**config.mk**
```make
export PLATFORM = sky130hd
export DESIGN_NAME = der_signature_to_compact
export DESIGN_NICKNAME = d
export VERILOG_FILES = /design/src/hdl/dsc_pkg.sv /design/src/hdl/dsc_datapath.sv /design/src/hdl/dsc_ctrl.sv /design/src/hdl/der_signature_to_compact.sv
export SDC_FILE = /design/constraint.sdc
export NUM_CORES = 1
export LEC_CHECK = 0
export ABC_AREA = 0
export ABC_CLOCK_PERIOD_IN_PS = 8600
export BUFFER_PORTS_ARGS = -buffer_cell sky130_fd_sc_hd__buf_2
export CAP_MARGIN = 40
export CORE_MARGIN = 10
export CORE_UTILIZATION = 25
export CTS_CLUSTER_DIAMETER = 200
export DETAILED_ROUTE_END_ITERATION = 16
export GPL_ROUTABILITY_DRIVEN = 0
export HOLD_SLACK_MARGIN = 0.15
export PLACE_DENSITY = 0.41
export SETUP_SLACK_MARGIN = 0.3
export SKIP_CTS_REPAIR_TIMING = 1
export SYNTH_ARGS = -nofsm -noshare
export SYNTH_HDL_FRONTEND = slang
export SYNTH_SLANG_ARGS = --single-unit
export TNS_END_PERCENT = 50
```
**constraint.sdc**
```tcl
create_clock -name clk -period 8.6 [get_ports clk]
set_input_delay 0.86 -clock clk [delete_from_list [all_inputs] [get_ports clk]]
set_output_delay 0.86 -clock clk [all_outputs]
set_load 0.02 [all_outputs]
```
**src/hdl/dsc_pkg.sv**
```systemverilog
`default_nettype none
package dsc_pkg;

	// Bytes in one compact component (R or S)
	localparam int COMPONENT_BYTES = 32;
	// Counter width: holds a declared length up to COMPONENT_BYTES + 1
	localparam int CNT_W = $clog2(COMPONENT_BYTES + 2);
	// Largest integer length accepted, one leading zero included
	localparam logic [7:0] LEN_MAX = 8'(COMPONENT_BYTES + 1);
	// Recovery byte base value; bit 0 of the first DER byte is added
	localparam logic [7:0] RECOVERY_BASE = 8'd31;

	typedef logic [CNT_W-1:0] cnt_t;

	// Parse phases, plus the two output burst states
	typedef enum logic [3:0] {
		ST_IDLE,
		ST_SEQLEN,
		ST_TAG,
		ST_LEN,
		ST_FIRST,
		ST_BODY,
		ST_PAD,
		ST_HOLD,
		ST_DONE
	} dsc_state_t;

	// Commands from the controller to the datapath
	typedef struct packed {
		logic start_frame;  // clear parse state, emit recovery byte
		logic load_len;     // latch declared integer length
		logic load_first;   // latch first content byte, pad count, remaining
		logic emit_err;     // emit error result
		logic emit_data;    // emit body byte, count down remaining
		logic emit_pad;     // emit one zero pad byte
		logic emit_hold;    // emit the latched first content byte
		logic set_second;   // move on to the S integer
	} dsc_cmd_t;

	// Status from the datapath to the controller
	typedef struct packed {
		logic slot_free;    // output register can take a result this cycle
		logic len_bad;      // declared length is zero or too long
		logic eff_bad;      // effective length exceeds the component size
		logic pad_zero;     // no pad bytes left
		logic first_nz;     // latched first content byte is nonzero
		logic rem_zero;     // no content bytes remaining
		logic rem_one;      // one content byte remaining
		logic second;       // parsing S
	} dsc_sts_t;

endpackage
`default_nettype wire

```
**src/hdl/dsc_datapath.sv**
```systemverilog
`default_nettype none
module dsc_datapath
	import dsc_pkg::*;
(
	input  wire logic       clk,
	input  wire logic       arst_n,
	input  wire dsc_cmd_t   cmd,
	input  wire logic [7:0] data_byte,
	input  wire logic       out_ready,
	output dsc_sts_t        sts,
	output logic            out_valid,
	output logic [7:0]      out_byte,
	output logic            last,
	output logic            error
);

	cnt_t       rem_q;
	cnt_t       pad_q;
	logic       second_q;
	logic       first_nz_q;
	logic [7:0] first_byte_q;

	logic       out_valid_q;
	logic [7:0] out_byte_q;
	logic       last_q;
	logic       error_q;

	cnt_t       eff;
	logic       data_zero;
	logic       emit;
	logic [7:0] nxt_byte;
	logic       nxt_last;
	logic       nxt_err;

	// Effective length after dropping one leading zero byte
	assign data_zero = (data_byte == 8'd0);
	assign eff       = data_zero ? (rem_q - cnt_t'(1)) : rem_q;

	// Status toward the controller
	always_comb begin
		sts.slot_free = !out_valid_q || out_ready;
		sts.len_bad   = data_zero || (data_byte > LEN_MAX);
		sts.eff_bad   = eff > cnt_t'(COMPONENT_BYTES);
		sts.pad_zero  = (pad_q == cnt_t'(0));
		sts.first_nz  = first_nz_q;
		sts.rem_zero  = (rem_q == cnt_t'(0));
		sts.rem_one   = (rem_q == cnt_t'(1));
		sts.second    = second_q;
	end

	// Select the result to load into the output register
	assign emit = cmd.start_frame || cmd.emit_err || cmd.emit_data ||
		cmd.emit_pad || cmd.emit_hold;

	always_comb begin
		nxt_byte = 8'd0;
		nxt_last = 1'b0;
		nxt_err  = 1'b0;
		if (cmd.start_frame) begin
			nxt_byte = RECOVERY_BASE + {7'd0, data_byte[0]};
		end else if (cmd.emit_err) begin
			nxt_last = 1'b1;
			nxt_err  = 1'b1;
		end else if (cmd.emit_data) begin
			nxt_byte = data_byte;
			nxt_last = second_q && (rem_q == cnt_t'(1));
		end else if (cmd.emit_pad) begin
			nxt_last = second_q && !first_nz_q && (rem_q == cnt_t'(0)) &&
				(pad_q == cnt_t'(1));
		end else if (cmd.emit_hold) begin
			nxt_byte = first_byte_q;
			nxt_last = second_q && (rem_q == cnt_t'(0));
		end
	end

	// Parse registers
	always_ff @(posedge clk or negedge arst_n) begin
		if (!arst_n) begin
			rem_q    <= '0;
			pad_q    <= '0;
			second_q <= 1'b0;
		end else begin
			if (cmd.start_frame) begin
				rem_q    <= '0;
				pad_q    <= '0;
				second_q <= 1'b0;
			end else begin
				if (cmd.load_len) begin
					rem_q <= cnt_t'(data_byte);
				end else if (cmd.load_first) begin
					rem_q <= data_zero ? eff : (eff - cnt_t'(1));
					pad_q <= cnt_t'(COMPONENT_BYTES) - eff;
				end else if (cmd.emit_data && rem_q != cnt_t'(0)) begin
					rem_q <= rem_q - cnt_t'(1);
				end
				if (cmd.emit_pad) begin
					pad_q <= pad_q - cnt_t'(1);
				end
				if (cmd.set_second) begin
					second_q <= 1'b1;
				end
			end
		end
	end

	// Hold the first content byte for after the padding
	always_ff @(posedge clk) begin
		if (cmd.load_first) begin
			first_byte_q <= data_byte;
			first_nz_q   <= !data_zero;
		end
	end

	// Output register: load on emit, drop when taken
	always_ff @(posedge clk or negedge arst_n) begin
		if (!arst_n) begin
			out_valid_q <= 1'b0;
		end else if (emit) begin
			out_valid_q <= 1'b1;
		end else if (out_ready) begin
			out_valid_q <= 1'b0;
		end
	end

	always_ff @(posedge clk) begin
		if (emit) begin
			out_byte_q <= nxt_byte;
			last_q     <= nxt_last;
			error_q    <= nxt_err;
		end
	end

	assign out_valid = out_valid_q;
	assign out_byte  = out_byte_q;
	assign last      = last_q;
	assign error     = error_q;

endmodule
`default_nettype wire

```
**src/hdl/dsc_ctrl.sv**
```systemverilog
`default_nettype none
module dsc_ctrl
	import dsc_pkg::*;
(
	input  wire logic     clk,
	input  wire logic     arst_n,
	input  wire logic     in_valid,
	input  wire logic     frame_start,
	input  wire dsc_sts_t sts,
	output logic          in_ready,
	output dsc_cmd_t      cmd
);

	dsc_state_t state_q;
	dsc_state_t state_nxt;
	logic       in_fire;
	logic       parse_st;

	// Take input only in parse phases with room in the output register
	assign parse_st = (state_q != ST_PAD) && (state_q != ST_HOLD);
	assign in_ready = parse_st && sts.slot_free;
	assign in_fire  = in_valid && in_ready;

	// Next state
	always_comb begin
		state_nxt = state_q;
		if (in_fire && frame_start) begin
			state_nxt = ST_SEQLEN;
		end else begin
			unique case (state_q)
				ST_IDLE, ST_DONE: begin
					state_nxt = state_q;
				end
				ST_SEQLEN: begin
					if (in_fire) state_nxt = ST_TAG;
				end
				ST_TAG: begin
					if (in_fire) state_nxt = ST_LEN;
				end
				ST_LEN: begin
					if (in_fire) state_nxt = sts.len_bad ? ST_DONE : ST_FIRST;
				end
				ST_FIRST: begin
					if (in_fire) state_nxt = sts.eff_bad ? ST_DONE : ST_PAD;
				end
				ST_BODY: begin
					if (in_fire && sts.rem_one) begin
						state_nxt = sts.second ? ST_DONE : ST_TAG;
					end
				end
				ST_PAD: begin
					if (sts.pad_zero) begin
						if (sts.first_nz) begin
							state_nxt = ST_HOLD;
						end else if (sts.rem_zero) begin
							state_nxt = sts.second ? ST_DONE : ST_TAG;
						end else begin
							state_nxt = ST_BODY;
						end
					end
				end
				ST_HOLD: begin
					if (sts.slot_free) begin
						if (sts.rem_zero) begin
							state_nxt = sts.second ? ST_DONE : ST_TAG;
						end else begin
							state_nxt = ST_BODY;
						end
					end
				end
				default: begin
					state_nxt = ST_IDLE;
				end
			endcase
		end
	end

	// Datapath commands
	always_comb begin
		cmd = '0;
		if (in_fire && frame_start) begin
			cmd.start_frame = 1'b1;
		end else begin
			unique case (state_q)
				ST_IDLE, ST_DONE, ST_SEQLEN, ST_TAG: begin
					cmd = '0;
				end
				ST_LEN: begin
					cmd.emit_err = in_fire && sts.len_bad;
					cmd.load_len = in_fire && !sts.len_bad;
				end
				ST_FIRST: begin
					cmd.emit_err   = in_fire && sts.eff_bad;
					cmd.load_first = in_fire && !sts.eff_bad;
				end
				ST_BODY: begin
					cmd.emit_data  = in_fire;
					cmd.set_second = in_fire && sts.rem_one && !sts.second;
				end
				ST_PAD: begin
					cmd.emit_pad   = !sts.pad_zero && sts.slot_free;
					cmd.set_second = sts.pad_zero && !sts.first_nz &&
						sts.rem_zero && !sts.second;
				end
				ST_HOLD: begin
					cmd.emit_hold  = sts.slot_free;
					cmd.set_second = sts.slot_free && sts.rem_zero && !sts.second;
				end
				default: begin
					cmd = '0;
				end
			endcase
		end
	end

	always_ff @(posedge clk or negedge arst_n) begin
		if (!arst_n) begin
			state_q <= ST_IDLE;
		end else begin
			state_q <= state_nxt;
		end
	end

endmodule
`default_nettype wire

```
**src/hdl/der_signature_to_compact.sv**
```systemverilog
// DER to compact ECDSA signature converter.
// Input channel (in_valid/in_ready): one DER byte per request in data_byte;
// frame_start marks the first byte of a signature and always restarts the
// parse. Output channel (out_valid/out_ready): 65 bytes per frame, recovery
// byte (31 + bit 0 of the first DER byte), then R and S each zero padded to
// 32 bytes; last marks the final byte. A zero or overlong integer length
// gives one request with error and last set and out_byte zero, and the rest
// of the frame is ignored until the next frame_start.
// A result is loaded into the output register in the cycle after the
// request that causes it. Throughput: one input byte per cycle while the
// output register has room, but after the first content byte of each
// integer (held when nonzero, dropped as a leading zero) input waits while
// the controller emits the zero padding (pad = 32 minus the effective
// length) and any held byte, one output byte per cycle while the receiver
// takes them. A stalled receiver holds the output register; input is taken
// while the output register is empty or being drained in the same cycle.
// Reset clears the parser to wait for a frame start and empties the output.
`default_nettype none
module der_signature_to_compact
	import dsc_pkg::*;
(
	input  wire logic       clk,
	input  wire logic       arst_n,
	input  wire logic       in_valid,
	output logic            in_ready,
	input  wire logic       frame_start,
	input  wire logic [7:0] data_byte,
	output logic            out_valid,
	input  wire logic       out_ready,
	output logic [7:0]      out_byte,
	output logic            last,
	output logic            error
);

	dsc_cmd_t cmd;
	dsc_sts_t sts;

	dsc_ctrl u_ctrl (
		.clk         (clk),
		.arst_n      (arst_n),
		.in_valid    (in_valid),
		.frame_start (frame_start),
		.sts         (sts),
		.in_ready    (in_ready),
		.cmd         (cmd)
	);

	dsc_datapath u_dp (
		.clk       (clk),
		.arst_n    (arst_n),
		.cmd       (cmd),
		.data_byte (data_byte),
		.out_ready (out_ready),
		.sts       (sts),
		.out_valid (out_valid),
		.out_byte  (out_byte),
		.last      (last),
		.error     (error)
	);

endmodule
`default_nettype wire

```
==> impl_metrics.ini <==
[detailed_routing]
ant_nets = 0
vias = 2294
routed_wl_um = 7498
via_per_inst = 5.143
wl_per_cell_um = 16.81
dr.pass1.iters = 4
drcViolationCount = 0
drt_iter0_markers = 134

[yosys]
synth_warnings = 0
yosysTopAreaCellShare_pct = 21.93
synth_compound_area_share_pct = 23.81
synthTopCellsByArea = edfxtp_1 (22%), dfrtp_1 (17%), nor2_1 (4.5%)
synthesis.nets = 312
synth-simple-area-share_pct = 23.42
synth_top_family_by_area = compound AO/OA/AOI/OAI gates
synth_xor_area_share_pct = 3.367
synth-seq-cells = 37
ys_top_cells_by_count = nor2_1 (31), nand2_1 (24), a21oi_1 (19), edfxtp_1 (19), dfrtp_1 (18)
async_reset_ff_share_pct = 48.65
seq_area_frac_synth_pct = 39.25
netlist-cell-type-count = 58
synthAdderAreaFrac_pct = 3.848
yosys.cell_count.top_type = nor2_1
syn_avg_cell_area_um2 = 8.939
ys.flop_type = edfxtp_1
synthMuxAreaShare_pct = 2.020
syn_area_mm2 = 0.002601
synth_edf_count = 19
synth_top_area_cell = edfxtp_1
syn_inst = 291

[die]
rows = 37
boundaryPins = 25
start_util_pct = 25.42
fp.dieH_um = 122.0
die_w_um = 122.0
core_area_mm2 = 0.01023
dieArea_mm2 = 0.01489

[setup_path]
ff2ff_setup_slack_ns = 4.98
cp_max_fo = 13
criticalPathCategory = in -> reg
endpoint_kind = flop
reg2regPathDepth = 10
crit-reg2reg-capture = u_dp.out_byte[1]
r2r-start = u_dp.rem_q[0]
crit_arrival_ns = 4.11
worstPathRequired_ns = 8.60
worst_setup_path_start_kind = primary input

[sta]
rsz0062_at_grt = false
fin_crit_ns = 4.110
worst_pin_slew_ns = 0.8306
fin_ws_ns = 4.490
max_freq_mhz = 243.3
fin_skew_ns = 0.005557
setup_violations = 0
min_period_over_period_pct = 47.79
fin_tns_setup_ns = 0
hold_violations = 0
maxSlewViolCount = 0
slew_headroom_pct = 44.12

[final_layout]
nets = 330
stdcell_area_mm2 = 0.002984
layout-drive-gt1-share_pct = 14.52
num_antenna_cells = 0
utilization_pct = 29.17
area_growth_pct = 14.72

[clock_tree]
clk_pin_slew_worst_paths_ns = 0.08
cts-root-buf = clkbuf_8
clk_latency_ns = 0.29
h-tree-depth = 2
clock-sinks = 37
cts_tree = built
ctsLongestPathBuffers = 2
numCtsBuffers = 5

[global_routing]
grt_first_pass_wirelength_um = 12120
grt_pass1_vias = 2228
grt_max_degree = 19
gr-total-overflow = 0
track_usage_pct = 10.17
antenna_found_initial = 0

[pwr]
ir_worst_vdd_v = 0.00007628
power.density_mw_per_mm2 = 316.4
cellLeakagePower_uw = 0.001162
power_uw = 944.3

[placement]
placed_cell_area_mm2 = 0.002846
dp_slack_ns = 4.183
dp_hpwl_um = 5725
io_buffers = 24

[run_status]
outcome = completed

[job]
cap_violations = 0

[worst_hold_path]
hp-class = in -> async
==> final cells by class <==
| type | count | area [µm²] |
|---|---|---|
| Clock buffer | 5 | 68.82 |
| Clock inverter | 3 | 68.82 |
| Fill cell | 1090 | 7247 |
| Inverter | 13 | 51.30 |
| Multi-Input combinational cell | 226 | 1469 |
| Sequential cell | 37 | 1021 |
| Tap cell | 136 | 170.2 |
| Timing Repair Buffer | 26 | 135.1 |
==> routing by layer <==
metal,part of all wire [%],vias up,global-route usage (%),wire [µm]
met5,0,-,0,0
met1,45,1075,13.35,3354
li1,-,1130,-,-
met4,2.2,0,4.024,165
met2,47,76,16.29,3554
met3,5.6,13,1.665,423
==> where the power goes <==
| part | internal, µW | total, µW | switching, µW |
|---|---|---|---|
| combinational | 180 | 455 | 275 |
| clock | 117 | 185 | 68.6 |
| sequential | 233 | 304 | 71.1 |
| total | 530 | 944 | 414 |
==> logic make-up after synthesis <==
group	after synthesis
AO/OA/AOI/OAI	84
XOR/XNOR	10
adder cells (fa/ha/maj)	8
buffers and inverters	28
flip-flops	37
multiplexers	5
AND/OR/NAND/NOR	119
==> worst max path at each step <==
stage | start | endpoint | slack, ns | depth (start not counted)
2_1_floorplan | data_byte[1] | u_dp.error | 4.93 | 10
3_3_place_gp | data_byte[1] | u_dp.out_byte[3] | 4.26 | 11
3_5_place_dp | data_byte[1] | u_dp.out_byte[1] | 4.18 | 11
4_1_cts | data_byte[1] | u_dp.out_byte[1] | 4.49 | 11
5_1_grt | data_byte[1] | u_dp.out_byte[1] | 4.20 | 11
6_report | data_byte[1] | u_dp.out_byte[1] | 4.49 | 11
==> state kept, by name (all words and copies together) (netlist names) <==
| register | cells |
|---|---|
| u_dp.first_byte_q | 8 |
| u_dp.first_nz_q | 1 |
| u_dp.second_q | 1 |
| u_dp.out_valid | 1 |
| u_dp.pad_q | 6 |
| u_dp.error | 1 |
| u_dp.rem_q | 6 |
| u_dp.last | 1 |
| u_ctrl.state_q | 4 |
| u_dp.out_byte | 8 |
==> cells in the final DEF (no fill, tap or decap), types with 5 or more instances in the layout <==
cell      netlist  final
dfrtp_1        18     18
nor2_1         31     31
clkbuf_8        0      5
nor3_1         15     15
inv_1          12     12
ha_1            8      8
xnor2_1         7      7
nand2_1        24     24
o21ai_0         9      9
buf_2           0     24
a31oi_1         6      6
nand3_1        10     10
o21a_1          5      5
nand2b_1        6      6
a21oi_1        19     19
a221o_1         7      7
and3_1          5      5
edfxtp_1       19     19
==> stage by stage <==
stage	std cells	hold WS, ns
after floorplan	291	0.5084
after global placement	437	0.5176
after detailed placement	438	0.5180
after CTS	446	0.5161
after global routing	446	0.5345
final	446	0.5053
==> worst max-delay path: stages <==
cell	delay (ns)
buf_2	0.13
or4_4	0.59
nor2_8	0.21
inv_4	0.08
a21oi_1	0.23
ha_1	0.24
inv_1	0.11
o41ai_4	0.71
a2bb2oi_1	0.33
nand3_1	0.14
a211o_1	0.47
No activity file was read; power rests on OpenSTA's default activity.
